**src/rtl/core/aimd_pkg.sv**
```systemverilog
// aimd_pkg: shared types and constants of the aimd congestion window engine
// no dependencies; used by the channel interfaces, the top level and the checker
package aimd_pkg;

  localparam int unsigned WIDTH = 32;
  localparam int unsigned ACK_W = 16;
  localparam int unsigned CNT_W = $clog2(WIDTH);
  localparam logic [WIDTH-1:0] MIN_THRESHOLD = WIDTH'(2);
  localparam logic [WIDTH-1:0] ONE = WIDTH'(1);

  typedef enum logic [1:0] {
    OP_RESET = 2'd0,
    OP_ACK   = 2'd1,
    OP_LOSS  = 2'd2,
    OP_UNDO  = 2'd3
  } op_e;

  typedef enum logic [2:0] {
    ST_IDLE,
    ST_SUM,
    ST_DECIDE,
    ST_DIV,
    ST_GROW,
    ST_CLAMP,
    ST_DONE
  } state_e;

  typedef struct packed {
    op_e              opcode;
    logic [ACK_W-1:0] acked_count;
    logic [WIDTH-1:0] window_now;
    logic [WIDTH-1:0] threshold_now;
    logic [WIDTH-1:0] prior_window;
    logic             window_limited;
  } req_t;

  typedef struct packed {
    logic [WIDTH-1:0] window_out;
    logic [WIDTH-1:0] threshold_out;
    logic [WIDTH-1:0] loss_total;
  } rsp_t;

endpackage

```
**src/rtl/core/aimd_req_if.sv**
```systemverilog
// aimd_req_if: valid/ready channel carrying one event request
// depends on aimd_pkg
interface aimd_req_if;
  import aimd_pkg::*;

  logic valid;
  logic ready;
  req_t data;

  modport source (output valid, output data, input ready);
  modport sink (input valid, input data, output ready);
endinterface

```
**src/rtl/core/aimd_rsp_if.sv**
```systemverilog
// aimd_rsp_if: valid/ready channel carrying one window update result
// depends on aimd_pkg
interface aimd_rsp_if;
  import aimd_pkg::*;

  logic valid;
  logic ready;
  rsp_t data;

  modport source (output valid, output data, input ready);
  modport sink (input valid, input data, output ready);
endinterface

```
**src/rtl/core/aimd_congestion_window_top.sv**
```systemverilog
// channel   dir  handshake         payload
// req_i     in   valid/ready       aimd_pkg::req_t event request
// rsp_o     out  valid/ready       aimd_pkg::rsp_t window, threshold, loss count
// cfg       in   cfg_we_i          cfg_wdata_i window clamp
//
// reset, loss, undo, ignored acks and avoidance acks without a full window:
// states SUM, DECIDE, DONE; slow start acks pass through CLAMP before DONE
// congestion avoidance growth adds DIV, GROW and CLAMP; DIV runs the bit-serial restoring
// divider (one quotient bit per cycle)
// one request in flight; the next is taken while a result waits in rsp_o
// rst_ni clears the clamp, the ack accumulator and the loss counter
//
// aimd_congestion_window_top: aimd congestion window engine
// depends on aimd_pkg, aimd_req_if, aimd_rsp_if
module aimd_congestion_window_top (
  input  logic                      clk_i,
  input  logic                      rst_ni,
  input  logic                      cfg_we_i,
  input  logic [aimd_pkg::WIDTH-1:0] cfg_wdata_i,
  aimd_req_if.sink                  req_i,
  aimd_rsp_if.source                rsp_o
);
  import aimd_pkg::*;

  state_e state_q, state_d;
  req_t   req_q;
  logic [WIDTH-1:0] clamp_q;
  logic [WIDTH-1:0] acc_q, acc_d;
  logic [WIDTH-1:0] loss_q, loss_d;
  logic [WIDTH-1:0] grow_q, grow_d;
  logic [WIDTH-1:0] accsum_q, accsum_d;
  logic [WIDTH-1:0] rem_q, rem_d;
  logic [WIDTH-1:0] quo_q, quo_d;
  logic [CNT_W-1:0] cnt_q, cnt_d;
  logic [WIDTH-1:0] wout_q, wout_d;
  logic [WIDTH-1:0] tout_q, tout_d;
  rsp_t rsp_q;
  logic rsp_valid_q;

  logic [WIDTH-1:0] eff;
  logic [WIDTH-1:0] lim;
  logic [WIDTH-1:0] half;
  logic [WIDTH:0]   trial;
  logic             rsp_load;

  assign eff      = (req_q.window_now == '0) ? ONE : req_q.window_now;
  assign lim      = (clamp_q == '0) ? eff : clamp_q;
  assign half     = req_q.window_now >> 1;
  assign trial    = {rem_q, quo_q[WIDTH-1]} - {1'b0, eff};
  assign rsp_load = (state_q == ST_DONE) && (!rsp_valid_q || rsp_o.ready);

  assign req_i.ready = (state_q == ST_IDLE);
  assign rsp_o.valid = rsp_valid_q;
  assign rsp_o.data  = rsp_q;

  // next state
  always_comb begin
    state_d = state_q;
    unique case (state_q)
      ST_IDLE: begin
        if (req_i.valid) state_d = ST_SUM;
      end
      ST_SUM: state_d = ST_DECIDE;
      ST_DECIDE: begin
        state_d = ST_DONE;
        if (req_q.opcode == OP_ACK && req_q.window_limited && req_q.acked_count != '0) begin
          if (eff < req_q.threshold_now) begin
            state_d = ST_CLAMP;
          end else if (accsum_q >= eff) begin
            state_d = ST_DIV;
          end
        end
      end
      ST_DIV: begin
        if (cnt_q == CNT_W'(WIDTH - 1)) state_d = ST_GROW;
      end
      ST_GROW: state_d = ST_CLAMP;
      ST_CLAMP: state_d = ST_DONE;
      ST_DONE: begin
        if (rsp_load) state_d = ST_IDLE;
      end
      default: state_d = ST_IDLE;
    endcase
  end

  // datapath
  always_comb begin
    acc_d    = acc_q;
    loss_d   = loss_q;
    grow_d   = grow_q;
    accsum_d = accsum_q;
    rem_d    = rem_q;
    quo_d    = quo_q;
    cnt_d    = cnt_q;
    wout_d   = wout_q;
    tout_d   = tout_q;
    unique case (state_q)
      ST_SUM: begin
        grow_d   = eff + WIDTH'(req_q.acked_count);
        accsum_d = acc_q + WIDTH'(req_q.acked_count);
      end
      ST_DECIDE: begin
        wout_d = req_q.window_now;
        tout_d = '0;
        unique case (req_q.opcode)
          OP_RESET: begin
            acc_d  = '0;
            loss_d = '0;
          end
          OP_ACK: begin
            if (req_q.window_limited && req_q.acked_count != '0
                && !(eff < req_q.threshold_now)) begin
              acc_d = accsum_q;
              quo_d = accsum_q;
              rem_d = '0;
              cnt_d = '0;
            end
          end
          OP_LOSS: begin
            tout_d = (half < MIN_THRESHOLD) ? MIN_THRESHOLD : half;
            acc_d  = '0;
            loss_d = loss_q + ONE;
          end
          OP_UNDO: begin
            wout_d = (req_q.prior_window > req_q.window_now) ? req_q.prior_window
                                                              : req_q.window_now;
          end
          default: wout_d = req_q.window_now;
        endcase
      end
      ST_DIV: begin
        cnt_d = cnt_q + CNT_W'(1);
        if (!trial[WIDTH]) begin
          rem_d = trial[WIDTH-1:0];
          quo_d = {quo_q[WIDTH-2:0], 1'b1};
        end else begin
          rem_d = {rem_q[WIDTH-2:0], quo_q[WIDTH-1]};
          quo_d = {quo_q[WIDTH-2:0], 1'b0};
        end
      end
      ST_GROW: begin
        acc_d  = rem_q;
        grow_d = req_q.window_now + quo_q;
      end
      ST_CLAMP: wout_d = (grow_q > lim) ? lim : grow_q;
      ST_IDLE, ST_DONE: begin
      end
      default: begin
      end
    endcase
  end

  always_ff @(posedge clk_i or negedge rst_ni) begin
    if (!rst_ni) begin
      state_q     <= ST_IDLE;
      clamp_q     <= '0;
      acc_q       <= '0;
      loss_q      <= '0;
      rsp_valid_q <= 1'b0;
    end else begin
      state_q <= state_d;
      acc_q   <= acc_d;
      loss_q  <= loss_d;
      if (cfg_we_i) clamp_q <= cfg_wdata_i;
      if (rsp_load) begin
        rsp_valid_q <= 1'b1;
      end else if (rsp_o.ready) begin
        rsp_valid_q <= 1'b0;
      end
    end
  end

  always_ff @(posedge clk_i) begin
    if (req_i.valid && req_i.ready) req_q <= req_i.data;
    grow_q   <= grow_d;
    accsum_q <= accsum_d;
    rem_q    <= rem_d;
    quo_q    <= quo_d;
    cnt_q    <= cnt_d;
    wout_q   <= wout_d;
    tout_q   <= tout_d;
    if (rsp_load) begin
      rsp_q.window_out    <= wout_q;
      rsp_q.threshold_out <= tout_q;
      rsp_q.loss_total    <= loss_q;
    end
  end

endmodule

```
**src/flat_wrapper.sv**
```systemverilog
// flat-port wrapper written by rule: the top's interface ports become plain ports
module aimd_congestion_window_top_flat import aimd_pkg::*;
  (clk_i, rst_ni, cfg_we_i, cfg_wdata_i, req_i_valid, req_i_data, req_i_ready, rsp_o_valid, rsp_o_data, rsp_o_ready);
  aimd_req_if req_i_i ();
  aimd_rsp_if rsp_o_i ();
  input  logic clk_i;
  input  logic rst_ni;
  input  logic cfg_we_i;
  input  logic [aimd_pkg::WIDTH-1:0] cfg_wdata_i;
  input wire logic [$bits(req_i_i.valid)-1:0] req_i_valid;
  input wire logic [$bits(req_i_i.data)-1:0] req_i_data;
  output wire logic [$bits(req_i_i.ready)-1:0] req_i_ready;
  output wire logic [$bits(rsp_o_i.valid)-1:0] rsp_o_valid;
  output wire logic [$bits(rsp_o_i.data)-1:0] rsp_o_data;
  input wire logic [$bits(rsp_o_i.ready)-1:0] rsp_o_ready;
  assign req_i_i.valid = req_i_valid;
  assign req_i_i.data = req_i_data;
  assign req_i_ready = req_i_i.ready;
  assign rsp_o_valid = rsp_o_i.valid;
  assign rsp_o_data = rsp_o_i.data;
  assign rsp_o_i.ready = rsp_o_ready;
  aimd_congestion_window_top u_core (.clk_i(clk_i), .rst_ni(rst_ni), .cfg_we_i(cfg_we_i), .cfg_wdata_i(cfg_wdata_i), .req_i(req_i_i), .rsp_o(rsp_o_i));
endmodule
```
**config.mk**
```make
export PLATFORM = sky130hd
export DESIGN_NAME = aimd_congestion_window_top_flat
export DESIGN_NICKNAME = d
export VERILOG_FILES = /design/src/rtl/core/aimd_pkg.sv /design/src/rtl/core/aimd_req_if.sv /design/src/rtl/core/aimd_rsp_if.sv /design/src/rtl/core/aimd_congestion_window_top.sv /design/src/flat_wrapper.sv
export SDC_FILE = /design/constraint.sdc
export NUM_CORES = 1
export LEC_CHECK = 0
export BUFFER_PORTS_ARGS = -buffer_cell sky130_fd_sc_hd__buf_2
export CAP_MARGIN = 20
export CORE_MARGIN = 8
export CORE_UTILIZATION = 45
export DETAILED_ROUTE_END_ITERATION = 6
export PLACE_DENSITY = 0.68
export SYNTH_ARGS = -nofsm -noshare
export SYNTH_HDL_FRONTEND = slang
export SYNTH_SLANG_ARGS = --single-unit
```
**constraint.sdc**
```tcl
create_clock -name clk_i -period 12.39 [get_ports clk_i]
set_clock_uncertainty 0.2 [all_clocks]
set_input_delay 1.239 -clock clk_i [delete_from_list [all_inputs] [get_ports clk_i]]
set_output_delay 1.239 -clock clk_i [all_outputs]
set_load 0.01 [all_outputs]
```
# After elaboration in Yosys (flattened, before gate mapping)

Index checks and enable logic that the tools add are counted.

Input bits: 152
Bits in registers: 508

Order comparisons: 5
Mux-type cells: 31
Equality and inequality tests: 17
Reductions and logical operators: 26
Add/sub/neg operators: 6
Bitwise gates (word level): 1

Operators by type and width:

| kind                    | number |
|---|---|
| $pmux W32 S2            | 7 |
| $mux W32                | 10 |
| $add A32 B16 Y32        | 2 |
| $gt A32 B32 Y1          | 2 |
| $logic_not A32 Y1       | 2 |
| $sub A33 B32 Y33        | 1 |
| $add A32 B1 Y32 const B | 1 |
| $add A32 B32 Y32        | 1 |
| $ge A32 B32 Y1          | 1 |
| $lt A32 B32 Y1          | 1 |
| $lt A31 B2 Y1 const B   | 1 |
| $pmux W3 S7             | 1 |
| $mux W3                 | 6 |
| $reduce_bool A16 Y1     | 1 |
| $reduce_bool A2 Y1      | 6 |
| $mux W5                 | 2 |
| $pmux W5 S2             | 1 |
| $eq A3 B3 Y1 const B    | 3 |
| $reduce_and A3 Y1       | 3 |
| $ne A2 B1 Y1 const B    | 4 |
| $eq A3 B2 Y1 const B    | 2 |
| $logic_and A1 B1 Y1     | 6 |
| $add A5 B1 Y5 const B   | 1 |
| $eq A5 B5 Y1 const B    | 1 |
| other kinds (15)        | 20 |

# Depth between registers and ports, before layout

Gate-level depths: netlist (run 1).

Depth after elaboration: 8
Depth in mapped cells: 18

# Worst setup path after synthesis (run 1)

OpenSTA, ideal clock, no wires.

Path kind: register -> register
Start point: register u_core.req_q (netlist bit u_core.half[1])
End point: register u_core.cnt_q[0] (enable)
Required time: 11595 ps
Cell stages (with the launch flop): 12
Data arrival time: 7155 ps
Buffers on the path: 1
Setup slack: 4440 ps
Period minus slack after synthesis: 7950 ps
Library setup time: 595 ps
Cell sequence: edfxtp_1 > buf_6 > nor4_1 > nand4_1 > o31ai_2 > o21ai_1 > a2111oi_2 > a211o_2 > nand2_1 > nand2_1 > a21oi_1 > nor3b_1

Word-level cells in the longest chain between the ends: 7

RTL lines:

| item                                   | RTL line                          | RTL |
|---|---|---|
| start: declaration                     | aimd_congestion_window_top.sv:26  | `req_t req_q;` |
| start signal: assignment               | aimd_congestion_window_top.sv:174 | `if (req_i.valid && req_i.ready) req_q <= req_i.data;` |
| $logic_not A32 Y1                      | aimd_congestion_window_top.sv:46  | `assign eff = (req_q.window_now == '0) ? ONE : req_q.window_now;` |
| $mux W32 (*)                           | aimd_congestion_window_top.sv:46  |  |
| $lt A32 B32 Y1 (*)                     | aimd_congestion_window_top.sv:112 | `&& !(eff < req_q.threshold_now)) begin` |
| $logic_not A1 Y1 (*)                   | aimd_congestion_window_top.sv:112 |  |
| $logic_and A1 B1 Y1 (*)                | aimd_congestion_window_top.sv:112 |  |
| $ne A2 B1 Y1 (no source line) (*)      | n/a                               |  |
| $reduce_and A3 Y1 (no source line) (*) | n/a                               |  |
| end signal: assignment                 | aimd_congestion_window_top.sv:179 | `cnt_q <= cnt_d;` |
| end: declaration                       | aimd_congestion_window_top.sv:34  | `logic [CNT_W-1:0] cnt_q, cnt_d;` |

Mark *: on every way between the ends. The rest lies on a longest branch, timed or not.
A chain may end at the register's enable or synchronous reset.

# Worst setup path in the final report (run 1)

Start point: register u_core.req_q (netlist bit u_core.half[17])
End point: register u_core.grow_q[26], data pin

Word-level cells in the longest chain between the ends: 4
Elaborated cells between the ends (all ways): 5
Classes of those cells: 2 x add/sub; 2 x mux; 1 x reduce/logical

RTL lines:

| item                   | RTL line                          | RTL |
|---|---|---|
| $logic_not A32 Y1      | aimd_congestion_window_top.sv:46  |  |
| $mux W32               | aimd_congestion_window_top.sv:46  |  |
| $add A32 B16 Y32       | aimd_congestion_window_top.sv:99  | `grow_d = eff + WIDTH'(req_q.acked_count);` |
| $pmux W32 S2 (*)       | aimd_congestion_window_top.sv:97  | `unique case (state_q)` |
| via u_core.grow_d[26]  | aimd_congestion_window_top.sv:30  | `logic [WIDTH-1:0] grow_q, grow_d;` |
| end signal: assignment | aimd_congestion_window_top.sv:175 | `grow_q <= grow_d;` |
| end: declaration       | aimd_congestion_window_top.sv:30  |  |

Mark *: on every way through the listed nets, which the timed path passes. The rest lies on a longest branch.

==> results of run 1 <==
-- report_power, final --
part / switching (W) / internal, W / total, W / leakage (nW)
combinational: 0.00152 / 0.000980 / 0.00250 / 7.78
clock: 0.000706 / 0.000982 / 0.00169 / 0.888
sequential: 0.000326 / 0.00247 / 0.00280 / 5.04
-- stage by stage --
step                hold slack (ps)  setup slack, ps  cells
floorplan                       200             4440   2539
global placement                201             6750   3544
detailed placement              205             6990   3545
CTS                             216             6950   3649
global route                    219             6730   3651
finish                          215             6990   3651
-- logic make-up after synthesis --
logic type      Yosys count
xor+xnor                132
other cells               1
mux                     154
compound gates          511
simple gates            732
buf+inv                 277
flops                   506
fa+ha+maj               226
-- routing by layer --
metal	up-vias	global-route usage [%]	share of wire (%)
met5	-	0	0
met4	0	6.95	3.1
li1	9614	-	-
met2	795	35.8	46
met3	132	3.27	7.0
met1	10100	30.0	44
-- flip-flops by register name, summed over array words and instances, names as in the netlist, 5 cells and up --
name	count
u_core.grow_q	32
u_core.half	31
u_core.tout_q	31
u_core.accsum_q	32
u_core.rsp_o.data	95
u_core.cnt_q	5
u_core.req_q	84
u_core.wout_q	32
u_core.acc_q	32
u_core.rem_q	32
u_core.loss_q	32
u_core.quo_q	32
u_core.clamp_q	32
-- path summary, 6_finish.rpt --
| kind | from | to | slack (ps) | depth (start not counted) |
|---|---|---|---|---|
| min reg2reg | u_core.tout_q[2] | u_core.rsp_o.data[34] | 220 | 0 |
| min | u_core.tout_q[2] | u_core.rsp_o.data[34] | 220 | 0 |
| max reg2reg | u_core.half[17] | u_core.grow_q[26] | 6990 | 16 |
| max | u_core.half[17] | u_core.grow_q[26] | 6990 | 16 |
| min in group asynchronous | rst_ni | u_core.loss_q[12] | 370 | 1 |
| max in group asynchronous | rst_ni | u_core.state_q[2] | 10520 | 3 |
-- synth_stat cells (29+ instances only) --
master | count | share of area [%]
xnor2_1 | 76 | 2.4
a21oi_1 | 173 | 3.1
mux2_2 | 65 | 2.6
nor3_1 | 29 | 0.51
dfrtp_1 | 100 | 8.9
inv_1 | 161 | 2.1
edfxtp_1 | 406 | 43
nor2_1 | 183 | 2.4
o21ai_1 | 40 | 0.71
xor2_1 | 56 | 1.7
nand3_1 | 34 | 0.60
and3_1 | 29 | 0.64
clkbuf_1 | 85 | 1.1
a21o_1 | 77 | 2.0
ha_1 | 221 | 9.8
nand2_1 | 269 | 3.6
o21ai_0 | 81 | 1.4
mux2i_1 | 89 | 3.2
nand4_1 | 40 | 0.89
and2_1 | 43 | 0.95
-- worst max-delay path: stages (launching register included) --
cell and delay, ps:
edfxtp_1 570, nor4_2 380, nand4_1 310, o31ai_2 730, ha_1 290, inv_1 50
fa_1 440, nor2b_1 170, a2111oi_2 80, nor3_1 300, nor4b_2 110, o31ai_2 440
a31oi_2 310, nand2b_1 290, nor3_2 160, xnor2_1 140, o22ai_1 110
-- cell type report --
cell class / count / share of cell area, %
sequential: 506 / 45.7
multi-input combinational: 1756 / 38.6
timing repair buffer: 278 / 4.68
clock buffer: 73 / 4.65
tap: 846 / 3.29
inverter: 161 / 1.88
clock inverter: 31 / 1.14
-- placed cells by master, fill, tap and decap left out, types with 12 or more instances in the layout --
master	n
inv_1	161
clkbuf_16	55
and2_1	41
mux2_2	65
a21o_1	77
o21a_1	13
nand2b_1	18
nand4_1	40
buf_2	247
xor2_1	56
nor2b_1	16
a211oi_1	17
o21ai_1	40
dfrtp_1	100
o21ai_0	80
nand3_1	34
a21oi_1	173
xnor2_1	76
nor2_1	179
and3_1	29
mux2i_1	89
a31oi_1	14
nand2_1	269
nor4_1	22
ha_1	221
buf_4	28
clkbuf_1	13
nor3_1	29
o21bai_1	12
edfxtp_1	406
==> impl_results.md, run 1 <==
* Slew Viols, Final at 0
* Synth cell types at 87
* RSZ-0062 raised after global routing: no
* Critical path class: flop to flop
* Vias per inst at 5.64
* Multi-input gate area at 12400 µm²
* Largest family of logic cells by synthesized area: simple AND/OR/NAND/NOR gates
* Synth Area in Compound Gates at 11.5%
* Gr ovfl total at 0
* Die width at 267 µm
* IO Count at 250
* Routability cong. at 0.935
* Relative slew slack at 28.7%
* Post-synthesis xor/xnor area fraction at 4.09%
* Synth Area in Simple Gates at 12.3%
* CP Max Fanout at 9
* Clock Latency Late Sink at 620 ps
* Reg area at 14700 µm²
* Overall Power at 0.00699 W
* Fill cells at 5519
* DRC Markers at 0
* Clock transition at path regs at 60 ps
* Worst EP required at 12500 ps
* Post-synth net total at 2916
* Post-DRT Antenna Nets at 0
* Clk sinks at 506
* Area of placed instances at 30200 µm²
* Max Clock Freq at 185 MHz
* # diodes at 0
* Leak at 13.7 nW
* Mapped cell area at 28200 µm²
* Largest net degree at the start of global routing at 98
* Max clock buf depth at 3
* Arr. time, crit path at 5510 ps
* Die area at 71000 µm²
* Cts bufs inserted at 55
* Final nets at 3135
* Tot GR Track Use at 21.9%
* CTS H-tree lvls at 2
* Final Util at 51.3%
* Die height at 267 µm
* Synthesized flop and latch total at 506
* DR iter-0 viols at 1914
* Startpoint Class: flop
* Post-synthesis mux area share at 5.75%
* Period utilization at 43.5%
* # setup viols final at 0
* Initial antenna violation count at 2
* Total of max-cap violations at 0
* Initial Util at 45.1%
* Setup Fix Bufs, Post-CTS at 0
* Status: complete, no violations
* Post-synth EDFFs at 406
* Root Buffer: clkbuf_16
* Crit path capture type: flop
* First-pass GRT wire length at 121000 µm
* DR pass1 iterations at 5
* Min cycle time layout at 5400 ps
* Power per cell area at 217 nW/µm²
* Vias in the first global route at 20400
* Synth Instances at 2539
* WL/cell at 22.0 µm
* Number of placement rows at 92
* Min-Delay Path Class: flop to flop
* Post-cts resize count at 0
* Synth warn at 0
* Synth Area in Adders at 10.1%
* Top_reg_cell synth: edfxtp_1
* Vias at 20600
* Setup TNS at 0 ps
* Post-synthesis async set-or-reset flop share at 19.8%
* Avg Inst Size Synth at 11.1 µm²
* Layout area overhead at 13.8%
* Post-route cell area at 32100 µm²
* VDD IR max at 0.131 mV
* Layout cells sized above 1 at 17.5%
* Detailed Place HPWL at 60100 µm
* Seq/Total Area, Yosys at 52.0%
* Fin. Hold Viols at 0
* CTS Hold Bufs at 0
* Actual slew at the worst max-slew pin at 1070 ps
* Total Wirelength at 80200 µm
* CTS tree: built
* Number of I/O port buffers at 248
* CORE AREA at 62600 µm²
(Power assumes the default switching activity.)
==> inputs of run 2 (changes only) <==
clock period = 5.1 ns   (was 12.39 ns; I/O delays follow)
==> impl_results.md, run 2 (same netlist as run 1, synthesis figures left out) <==
* Number of I/O port buffers at 248 (unchanged)
* Post-DRT Antenna Nets at 0 (unchanged)
* Min-Delay Path Class: input pin to flop
* IO Count at 250 (unchanged)
* Tot GR Track Use at 22.9% (+0.98 points)
* Critical path class: flop to flop
* Clock Latency Late Sink at 620 ps (about the same)
* Setup TNS at 0 ps (unchanged)
* Worst EP required at 5250 ps (-7250 ps)
* Vias at 21000 (+2.0%)
* Crit path capture type: flop
* Vias per inst at 5.46 (-3.1%)
* Vias in the first global route at 21600 (+6.1%)
* Clock transition at path regs at 60 ps (about the same)
* Root Buffer: clkbuf_16
* Routability cong. at 0.930 (-0.51%)
* Slew Viols, Final at 0 (unchanged)
* CP Max Fanout at 20 (+11)
* Max clock buf depth at 3 (unchanged)
* Max Clock Freq at 207 MHz (+12%)
* Max reg flops at 95 (unchanged)
* Die height at 267 µm (unchanged)
* Initial antenna violation count at 2 (unchanged)
* Total Wirelength at 83500 µm (+4.1%)
* Relative slew slack at 38.1% (+9.4 points)
* Largest net degree at the start of global routing at 70 (-29%)
* Layout cells sized above 1 at 18.2% (+0.65 points)
* Fin. Hold Viols at 0 (unchanged)
* Final Util at 54.5% (+3.2 points)
* CTS H-tree lvls at 2 (unchanged)
* Layout area overhead at 20.8%
* Die area at 71000 µm² (unchanged)
* RSZ-0062 raised after global routing: no
* VDD IR max at 0.282 mV (+120%)
* Status: complete, no violations
* Min cycle time layout at 4830 ps (-561 ps)
* CORE AREA at 62600 µm² (unchanged)
* Power per cell area at 510 nW/µm² (+130%)
* CTS tree: built
* Final nets at 3327 (+6.1%)
* # setup viols final at 0 (unchanged)
* Startpoint Class: flop
* Clk sinks at 506 (unchanged)
* Most frequent cells in the layout: edfxtp_1, nand2_1, buf_2
* Number of placement rows at 92 (unchanged)
* Arr. time, crit path at 4980 ps (-530 ps)
* Period utilization at 94.8% (+51 points)
* Initial Util at 45.1% (unchanged)
* Fill cells at 5348 (-3.1%)
* First-pass GRT wire length at 126000 µm (+3.9%)
* Gr ovfl total at 0 (unchanged)
* Total of max-cap violations at 0 (unchanged)
* Die width at 267 µm (unchanged)
* Commonest non-fill, non-tap cell in the layout: edfxtp_1
* WL/cell at 21.7 µm (-1.2%)
* DR pass1 iterations at 7 (+2)
* Detailed Place HPWL at 62600 µm (+4.1%)
* Cts bufs inserted at 55 (unchanged)
* Actual slew at the worst max-slew pin at 929 ps (-141 ps)
* DR iter-0 viols at 1802 (-5.9%)
* DRC Markers at 0 (unchanged)
* Leak at 14.6 nW (+6.7%)
## run 2: cell count changes in the layout (fill, tap and decap cells not counted), sizes merged
cell	before	now
dlygate4sd3	0	147
clkinvlp	8	4
bufinv	6	8
inv	165	163
clkinv	13	18
buf	278	323
clkbuf	73	72
diode	0	1
## run 2: per-stage QoR
step                      hold WS, ps  setup WS [ps]  instance area (µm²)  std cells  total power [W]
after floorplan                  14.4            290                28300       2539           0.0111
after global placement            204            193                30700       3591           0.0129
after detailed placement          205            135                30700       3591           0.0131
after CTS                        27.4            117                34100       3842           0.0174
after global routing             6.69            110                34100       3843           0.0184
final                            62.3            266                34100       3844           0.0174
## run 2: cell type report
cell class	instances	area (µm²)	area share [%]
inverters	161	604	1.77
diodes	1	2.50	0.00734
multi-input cells	1756	12400	36.5
well taps	846	1060	3.10
flip-flops and latches	506	14700	43.1
clock inverters	32	394	1.16
repair buffers	470	3370	9.89
clock buffers	72	1540	4.52
## run 2: critical path, stage by stage, from the launching register on
cell and delay [ps]:
edfxtp_1 410, nor4_2 470, nand4_1 340, buf_4 250, o31ai_2 330, buf_4 210, ha_1 190, fa_1 240
nor2b_1 220, o211ai_2 120, nand3_1 160, a211o_1 210, a21oi_2 90, o211ai_1 240, nand4_1 170, nand3_2 120
buf_12 180, buf_4 160, mux2i_1 200, nor2_1 60
## run 2: routing by layer
metal	up-vias	wire length [µm]	global-route usage (%)
li1	9999	-	-
met1	10200	36500	30.7
met2	710	38900	37.7
met3	132	5100	3.57
met4	0	2900	7.98
met5	-	0	0
## run 2: path summary, 6_finish.rpt
path	startpoint	to	slack, ps	cells past startpoint
worst max-delay path	u_core.half[1]	u_core.rem_q[17]	270	19
worst min-delay path	req_i_data[67]	u_core.half[1]	60	1
worst max register to register	u_core.half[1]	u_core.rem_q[17]	270	19
worst min register to register	u_core.wout_q[25]	u_core.rsp_o.data[89]	220	0
max in group asynchronous	rst_ni	u_core.acc_q[14]	3430	4
min in group asynchronous	rst_ni	u_core.loss_q[8]	120	2
## run 2: what timing repair did
action | 4_1_cts | 5_1_grt
buffers inserted | 0 | 0
setup endpoints to repair | 0 | 13
hold buffers | 147 | 0
resized for setup | 0 | 3
hold endpoints to repair | 212 | 0
## run 2: report_power, final
part / switching, W / total [W] / internal, W
logic: 0.00386 / 0.00645 / 0.00260
clock network: 0.00171 / 0.00426 / 0.00254
registers: 0.000684 / 0.00668 / 0.00600
total: 0.00626 / 0.0174 / 0.0111
